$ cat src/sv/jsu_pkg.sv
`timescale 1ns / 1ps
// ----------------------------------------------------------------------------
// jsu_pkg
// Types, codes and helpers for the JSON string unescape / UTF-8 encoder.
// ----------------------------------------------------------------------------
package jsu_pkg;

  localparam int unsigned LENGTH_BITS_DEF = 16;
  localparam int unsigned CAP_W           = 16;
  localparam logic [CAP_W-1:0] CAP_RESET  = 16'd32;

  // result queue
  localparam int unsigned QDEPTH   = 8;
  localparam int unsigned QCNT_W   = $clog2(QDEPTH + 1);
  localparam int unsigned MAX_RES  = 4;

  typedef enum logic [2:0] {
    M_IDLE,
    M_BODY,
    M_ESC,
    M_HEX,
    M_SBS,
    M_SU,
    M_HEXLO
  } mode_t;

  typedef enum logic [3:0] {
    ERR_NONE       = 4'd0,
    ERR_NO_QUOTE   = 4'd1,
    ERR_CTRL_CHAR  = 4'd2,
    ERR_BAD_ESC    = 4'd3,
    ERR_BAD_HEX    = 4'd4,
    ERR_INCOMPLETE = 4'd5,
    ERR_SURROGATE  = 4'd6,
    ERR_TOO_LARGE  = 4'd7,
    ERR_UNTERM     = 4'd8
  } err_t;

  typedef struct packed {
    logic       last;
    logic       fin;
    logic       vld;
    err_t       err;
    logic [7:0] data;
  } rslt_t;

  localparam logic [7:0] CH_QUOTE = 8'h22;
  localparam logic [7:0] CH_BSL   = 8'h5c;
  localparam logic [7:0] CH_SLASH = 8'h2f;
  localparam logic [7:0] CH_U     = 8'h75;
  localparam logic [7:0] CH_N     = 8'h6e;
  localparam logic [7:0] CH_R     = 8'h72;
  localparam logic [7:0] CH_T     = 8'h74;
  localparam logic [7:0] CH_B     = 8'h62;
  localparam logic [7:0] CH_F     = 8'h66;

  // bit 4 set: not a hex digit
  function automatic logic [4:0] hex_val(input logic [7:0] c);
    logic [4:0] v;
    v = 5'h10;
    if (c >= 8'h30 && c <= 8'h39) v = 5'(c - 8'h30);
    else if (c >= 8'h61 && c <= 8'h66) v = 5'(c - 8'h57);
    else if (c >= 8'h41 && c <= 8'h46) v = 5'(c - 8'h37);
    return v;
  endfunction

endpackage

$ cat src/sv/json_string_unescape_utf8.sv
`timescale 1ns / 1ps
// ----------------------------------------------------------------------------
// json_string_unescape_utf8
// Decodes a quoted JSON string byte by byte into UTF-8 with escape handling,
// surrogate pairs, capacity check and numbered error / finished reports.
// ----------------------------------------------------------------------------
//  channel  dir  tdata                          tuser                 tlast
//  in_      in   [7:0] in_byte                  [0] start_req         -
//  out_     out  [7:0] out_byte [11:8] err_code [0] byte_valid [1] fin last
//  cfg_     in   cfg_wr_data = capacity (16 b)  -                     -
//
//  One input transfer per cycle while in_tready is high; decode is a single
//  combinational pass from the state registers into an 8-entry result queue.
//  An input byte yields 0..4 results; the queue drains one result per cycle
//  while out_tready is high.
//  in_tready is high while the queue holds at most 4 results.
//  rst_n (synchronous) returns the parser to idle, empties the queue and
//  sets capacity to 32.
// ----------------------------------------------------------------------------
module json_string_unescape_utf8
  import jsu_pkg::*;
#(
  parameter int unsigned LENGTH_BITS = LENGTH_BITS_DEF
) (
  input  logic              clk,
  input  logic              rst_n,
  input  logic              in_tvalid,
  output logic              in_tready,
  input  logic [7:0]        in_tdata,   // [7:0] in_byte
  input  logic [0:0]        in_tuser,   // [0] start_req
  output logic              out_tvalid,
  input  logic              out_tready,
  output logic [15:0]       out_tdata,  // [7:0] out_byte, [11:8] error_code
  output logic [1:0]        out_tuser,  // [0] byte_valid, [1] finished
  output logic              out_tlast,
  input  logic              cfg_wr_en,
  input  logic [CAP_W-1:0]  cfg_wr_data
);

  localparam int unsigned CW = ((LENGTH_BITS > CAP_W) ? LENGTH_BITS : CAP_W) + 1;

  mode_t                  mode_r, mode_nxt;
  logic [1:0]             hcnt_r, hcnt_nxt;
  logic [15:0]            cu_r, cu_nxt;
  logic [9:0]             hs_r, hs_nxt;
  logic [LENGTH_BITS-1:0] len_r, len_nxt;
  logic [CAP_W-1:0]       cap_r;

  rslt_t                  q_r [QDEPTH];
  rslt_t                  q_nxt [QDEPTH];
  logic [QCNT_W-1:0]      cnt_r, cnt_nxt;

  rslt_t                  res [MAX_RES];
  logic [2:0]             nres;

  logic                   in_fire, out_fire;
  logic [7:0]             c;
  logic [4:0]             hv;
  logic [15:0]            cu_new;
  logic [CW-1:0]          cap_eff, cap_ext, cap_lim, len_p1, len_p5;

  assign in_fire  = in_tvalid & in_tready;
  assign out_fire = out_tvalid & out_tready;
  assign c        = in_tdata;
  assign hv       = hex_val(c);
  assign cu_new   = {cu_r[11:0], hv[3:0]};

  assign cap_ext = CW'(cap_r);
  assign cap_lim = CW'(1) << LENGTH_BITS;
  assign cap_eff = (cap_ext < cap_lim) ? cap_ext : cap_lim;
  assign len_p1  = CW'(len_r) + CW'(1);
  assign len_p5  = CW'(len_r) + CW'(5);

  // decode
  always_comb begin
    err_t        err;
    logic        fin;
    logic        do_plain;
    logic [7:0]  pv;
    logic        do_utf;
    logic [20:0] ch;
    mode_nxt = mode_r;
    hcnt_nxt = hcnt_r;
    cu_nxt   = cu_r;
    hs_nxt   = hs_r;
    len_nxt  = len_r;
    err      = ERR_NONE;
    fin      = 1'b0;
    do_plain = 1'b0;
    pv       = c;
    do_utf   = 1'b0;
    ch       = '0;
    nres     = '0;
    for (int k = 0; k < MAX_RES; k++) begin
      res[k] = '0;
    end

    if (in_tuser[0]) begin
      hcnt_nxt = '0;
      cu_nxt   = '0;
      hs_nxt   = '0;
      len_nxt  = '0;
      if (c == CH_QUOTE) mode_nxt = M_BODY;
      else err = ERR_NO_QUOTE;
    end else begin
      unique case (mode_r)
        M_BODY: begin
          if (c == 8'h00) err = ERR_UNTERM;
          else if (c == CH_QUOTE) begin
            mode_nxt = M_IDLE;
            fin      = 1'b1;
          end else if (c < 8'h20) err = ERR_CTRL_CHAR;
          else if (c == CH_BSL) mode_nxt = M_ESC;
          else do_plain = 1'b1;
        end
        M_ESC: begin
          do_plain = 1'b1;
          case (c)
            CH_U: begin
              do_plain = 1'b0;
              mode_nxt = M_HEX;
              hcnt_nxt = '0;
              cu_nxt   = '0;
            end
            CH_N: pv = 8'h0a;
            CH_R: pv = 8'h0d;
            CH_T: pv = 8'h09;
            CH_B: pv = 8'h08;
            CH_F: pv = 8'h0c;
            CH_BSL, CH_QUOTE, CH_SLASH: pv = c;
            default: begin
              do_plain = 1'b0;
              err      = ERR_BAD_ESC;
            end
          endcase
        end
        M_HEX, M_HEXLO: begin
          if (c == 8'h00) err = ERR_INCOMPLETE;
          else if (hv[4]) err = ERR_BAD_HEX;
          else begin
            cu_nxt = cu_new;
            if (hcnt_r != 2'd3) hcnt_nxt = hcnt_r + 2'd1;
            else begin
              hcnt_nxt = '0;
              if (mode_r == M_HEXLO) begin
                if (cu_new[15:10] != 6'b110111) err = ERR_SURROGATE;
                else begin
                  do_utf = 1'b1;
                  ch     = 21'h10000 + {1'b0, hs_r, cu_new[9:0]};
                end
              end else if (cu_new[15:10] == 6'b110110) begin
                hs_nxt   = cu_new[9:0];
                mode_nxt = M_SBS;
              end else if (cu_new[15:10] == 6'b110111) err = ERR_SURROGATE;
              else begin
                do_utf = 1'b1;
                ch     = {5'd0, cu_new};
              end
            end
          end
        end
        M_SBS: begin
          if (c == CH_BSL) mode_nxt = M_SU;
          else err = ERR_SURROGATE;
        end
        M_SU: begin
          if (c == CH_U) begin
            mode_nxt = M_HEXLO;
            hcnt_nxt = '0;
            cu_nxt   = '0;
          end else err = ERR_SURROGATE;
        end
        default: mode_nxt = M_IDLE;
      endcase
    end

    if (do_plain) begin
      if (len_p1 >= cap_eff) err = ERR_TOO_LARGE;
      else begin
        len_nxt     = len_r + LENGTH_BITS'(1);
        mode_nxt    = M_BODY;
        nres        = 3'd1;
        res[0].vld  = 1'b1;
        res[0].data = pv;
      end
    end

    if (do_utf) begin
      if (len_p5 >= cap_eff) err = ERR_TOO_LARGE;
      else begin
        mode_nxt = M_BODY;
        for (int k = 0; k < MAX_RES; k++) begin
          res[k].vld = 1'b1;
        end
        if (ch >= 21'h10000) begin
          nres        = 3'd4;
          res[0].data = {5'b11110, ch[20:18]};
          res[1].data = {2'b10, ch[17:12]};
          res[2].data = {2'b10, ch[11:6]};
          res[3].data = {2'b10, ch[5:0]};
        end else if (ch >= 21'h800) begin
          nres        = 3'd3;
          res[0].data = {4'b1110, ch[15:12]};
          res[1].data = {2'b10, ch[11:6]};
          res[2].data = {2'b10, ch[5:0]};
        end else if (ch >= 21'h80) begin
          nres        = 3'd2;
          res[0].data = {3'b110, ch[10:6]};
          res[1].data = {2'b10, ch[5:0]};
        end else begin
          nres        = 3'd1;
          res[0].data = ch[7:0];
        end
        len_nxt = len_r + LENGTH_BITS'(nres);
      end
    end

    if (err != ERR_NONE) begin
      mode_nxt   = M_IDLE;
      nres       = 3'd1;
      res[0]     = '0;
      res[0].err = err;
    end else if (fin) begin
      nres       = 3'd1;
      res[0].fin = 1'b1;
    end

    for (int k = 0; k < MAX_RES; k++) begin
      if (3'(k + 1) == nres) res[k].last = 1'b1;
    end
  end

  // result queue: head at slot 0, shifts on pop, appends behind the tail
  always_comb begin
    logic [QCNT_W-1:0] base;
    logic [QCNT_W-1:0] off;
    base = cnt_r - QCNT_W'(out_fire);
    off  = '0;
    for (int i = 0; i < QDEPTH; i++) begin
      if (out_fire && i < QDEPTH - 1) q_nxt[i] = q_r[i + 1];
      else q_nxt[i] = q_r[i];
    end
    if (in_fire) begin
      for (int i = 0; i < QDEPTH; i++) begin
        off = QCNT_W'(i) - base;
        if (QCNT_W'(i) >= base && off < QCNT_W'(nres)) q_nxt[i] = res[off[1:0]];
      end
      cnt_nxt = base + QCNT_W'(nres);
    end else begin
      cnt_nxt = base;
    end
  end

  assign in_tready  = (cnt_r <= QCNT_W'(QDEPTH - MAX_RES));
  assign out_tvalid = (cnt_r != '0);
  assign out_tdata  = {4'b0000, q_r[0].err, q_r[0].data};
  assign out_tuser  = {q_r[0].fin, q_r[0].vld};
  assign out_tlast  = q_r[0].last;

  always_ff @(posedge clk) begin
    if (!rst_n) begin
      mode_r <= M_IDLE;
      hcnt_r <= '0;
      cu_r   <= '0;
      hs_r   <= '0;
      len_r  <= '0;
      cap_r  <= CAP_RESET;
      cnt_r  <= '0;
    end else begin
      if (in_fire) begin
        mode_r <= mode_nxt;
        hcnt_r <= hcnt_nxt;
        cu_r   <= cu_nxt;
        hs_r   <= hs_nxt;
        len_r  <= len_nxt;
      end
      if (cfg_wr_en) cap_r <= cfg_wr_data;
      cnt_r <= cnt_nxt;
    end
  end

  always_ff @(posedge clk) begin
    for (int i = 0; i < QDEPTH; i++) begin
      q_r[i] <= q_nxt[i];
    end
  end

endmodule

$ cat config.mk
export PLATFORM = sky130hd
export DESIGN_NAME = json_string_unescape_utf8
export DESIGN_NICKNAME = d
export VERILOG_FILES = /design/src/sv/jsu_pkg.sv /design/src/sv/json_string_unescape_utf8.sv
export SDC_FILE = /design/constraint.sdc
export NUM_CORES = 1
export LEC_CHECK = 0
export BUFFER_PORTS_ARGS = -buffer_cell sky130_fd_sc_hd__buf_2
export CORE_MARGIN = 5
export CORE_UTILIZATION = 40
export DETAILED_ROUTE_END_ITERATION = 10
export SYNTH_ARGS = -nofsm -noshare
export SYNTH_HDL_FRONTEND = slang
export SYNTH_SLANG_ARGS = --single-unit
$ cat constraint.sdc
create_clock -name clk -period 13.9 [get_ports clk]
set_input_delay 2.085 -clock clk [delete_from_list [all_inputs] [get_ports clk]]
set_output_delay 2.085 -clock clk [all_outputs]
set_load 0.02 [all_outputs]
==> impl_metrics.yaml <==
worst_setup_path:
  critPathRequiredTime_ps: 14290
  path_common_cell: "ha_1"
  end_kind: "flop"
  crit_slowest_cell: "ha_1"
  crit_buf_inv: 5
  crit_type: "in -> reg"
  start_kind: "input pin"
  max_stage_delay_ps: 1060
  crit_chain: "buf_2, nand2_4, clkinv_2, ha_1, ha_1, buf_4, clkinv_1, ha_1, clkinv_1, ha_1, a21oi_1, nor2_1, nor3b_1, nor3b_2, o21ai_0, o22ai_1"
  crit_family: "buffers and inverters"
  regToRegSetupSlack_ps: 6760
  path_max_fanout: 32
  critical_path_arrival_ps: 8190
placement:
  io_buffers: 46
  place_hpwl_mm: 32.2
  gp_congestion: 0.978
clocking:
  clk_latency_ps: 460
  tritoncts: "built"
  clk_pin_slew_ps: 80
  cts_buffer_depth: 2
  post_cts_buffers: 0
  post_cts_resized: 0
  cts.hold.buffers_added: 0
  cts_buffers: 17
  clockRootBuffer: "clkbuf_16"
  h-tree-depth: 4
  cts.sinks: 183
global_routing:
  grt_pass1_vias: 12400
  grt_max_degree: 100
  overflow: 0
  antenna_found_initial: 0
  grt_pass1_wl_mm: 70.9
  gr-usage-all-layers_pct: 24.2
finish:
  multi_input_area_mm2: 0.00880
  drive_gt1_share_pct: 9.12
  fill_cells: 3441
  layout.nets: 1844
  fin_util_pct: 43.4
  syn_to_final_growth_pct: 7.95
  diodes: 0
  ff_latch_area_mm2: 0.00381
timing:
  relSlewSlack_pct: 25.1
  setup_viol: 0
  hold_violations: 0
  fin_worst_skew_ps: 15.5
  fin_crit_sh_pct: 56.1
  rsz0062_at_grt: "no"
  min_period_ps: 7800
  setup_tns_ps: 0
  max_freq_mhz: 128
  tightest_slew_ps: 1120
  maxSlewViolCount: 0
floorplanning:
  die_x_um: 193
  core_area_mm2: 0.0333
  initial_core_util_pct: 40.2
  die_h_um: 193
  rows: 67
  io_pins: 51
  dieArea_mm2: 0.0372
power_and_ir_drop:
  p_sw_mw: 1.55
  pwr-share-clk_pct: 16.6
  p_seq_share_pct: 25.6
  power.total_mw: 3.15
  leakage_nw: 5.53
  p_comb_share_pct: 57.8
  p_int_mw: 1.61
  power_density_mw_per_mm2: 218
  switching_share_pct: 49.0
  max-vdd-ir-drop_mv: 0.175
synth:
  synth_area_mm2: 0.0134
  yosys_warnings: 0
  syn_area_per_cell_um2: 7.50
  synth_cell_type_count: 100
  synthArstFlopShare_pct: 0
  synthCells: 1785
  synth_seq_cells: 183
  yosysSeqAreaShare_pct: 28.5
  synth_edf_count: 15
  dominantRegCellSynth: "dfxtp_1"
detailed_routing:
  drt-initial-drc-count: 1477
  firstDrtPassIters: 8
  wl_met3_mm: 3.23
  postRouteAntennaNets: 0
  vias_per_cell: 6.06
  routed_wl_mm: 45.9
  vias: 13300
  drt-met1-wl_mm: 21.1
  top_layer: "met4"
  wire_per_inst_um: 20.8
  met2_wirelength_mm: 20.1
  drcViolationCount: 0
hold_path:
  hp-class: "reg -> reg"
status:
  status: "completed"
flow_run:
  drv_cap: 0
registers in the layout, summed over array words and instances, names as in the netlist:
signal / cells
hs_r: 10
cnt_r: 4
cu_r: 12
cap_r: 16
q_r: 120
mode_r: 3
hcnt_r: 2
len_r: 16
cells by family (layout without fill, tap and decap cells):
| family | after synthesis | count (layout) | share of synthesized area (%) |
|---|---|---|---|
| fa+ha+maj | 72 | 72 | 6.84 |
| mux | 45 | 45 | 3.69 |
| xor+xnor | 51 | 51 | 3.39 |
| other cells | 1 | 4 | 0.0280 |
| buf+inv | 195 | 162 | 6.28 |
| flops | 183 | 183 | 28.5 |
| compound gates | 470 | 470 | 23.9 |
| simple gates | 768 | 768 | 27.4 |
layout by cell type, fill, tap and decap left out, types with 19 or more instances in the layout:
cell type and count:
nor2_1 144, and3_1 56, inv_1 50, nand2_1 324, nor2b_1 23, dfxtp_1 168, buf_2 46, buf_4 30
a211oi_1 19, xnor2_1 34, nand4_1 33, nor3_1 39, a31oi_1 52, ha_1 70, o21ai_0 77, nand3_1 49
a21oi_1 118, mux2i_1 37
synthesized netlist by cell type, types with 21 or more instances:
library cell	n	area, um^2
nand3_1	49	245
ha_1	70	876
clkbuf_1	89	334
nor2b_1	23	144
mux2i_1	37	370
a31oi_1	52	325
inv_1	50	188
xnor2_1	34	298
a21oi_1	118	591
dfxtp_1	168	3360
nand2_1	325	1220
nand4_1	33	206
nor2_1	144	541
o21ai_0	77	385
and3_1	56	350
nor3_1	40	200
buf_2	21	105
tightest hold or removal path, cell delays in order, from the launching register on:
cell     delay (ps)
dfxtp_1         310
nand2_1          50
a31oi_1          70
stage by stage:
step | cell area (um^2) | hold slack [ps] | setup WS [ps] | instances
detailed placement | 13800 | 466 | 5750 | 2171
global placement | 13800 | 459 | 5870 | 2171
floorplan | 13400 | 449 | 6920 | 1788
CTS | 14400 | 476 | 6200 | 2203
global route | 14400 | 494 | 5630 | 2203
finish | 14400 | 474 | 6100 | 2203
final timing paths:
check,endpoint,depth (start not counted),from
hold / removal,q_r[0][51],2,q_r[1][6]
hold reg to reg,q_r[0][51],2,q_r[1][6]
setup / recovery,q_r[0][7],16,out_tready
setup reg to reg,q_r[0][7],16,cnt_r[1]
power by group through the flow:
stage,Combinational [mW],Clock (mW),Sequential [mW]
finish,1.82,0.523,0.806
global route,2.00,0.551,0.824
CTS,1.80,0.528,0.805
detailed placement,1.79,0,0.815
global placement,1.77,0,0.815
floorplan,1.32,0,0.791
layout make-up:
type | count | share of cell area, %
clock inverter | 13 | 1.06
clock buffer | 19 | 3.21
multi-input combinational | 1410 | 60.9
inverter | 54 | 1.41
tap | 448 | 3.88
sequential | 183 | 26.4
timing repair buffer | 76 | 3.15
layer usage:
| metal | vias to the layer above | GRT usage [%] |
|---|---|---|
| met1 | 6349 | 33.9 |
| met4 | 0 | 8.33 |
| met5 | - | 0 |
| met3 | 84 | 4.85 |
| li1 | 6373 | - |
| met2 | 534 | 37.2 |
(Power assumes the default switching activity.)
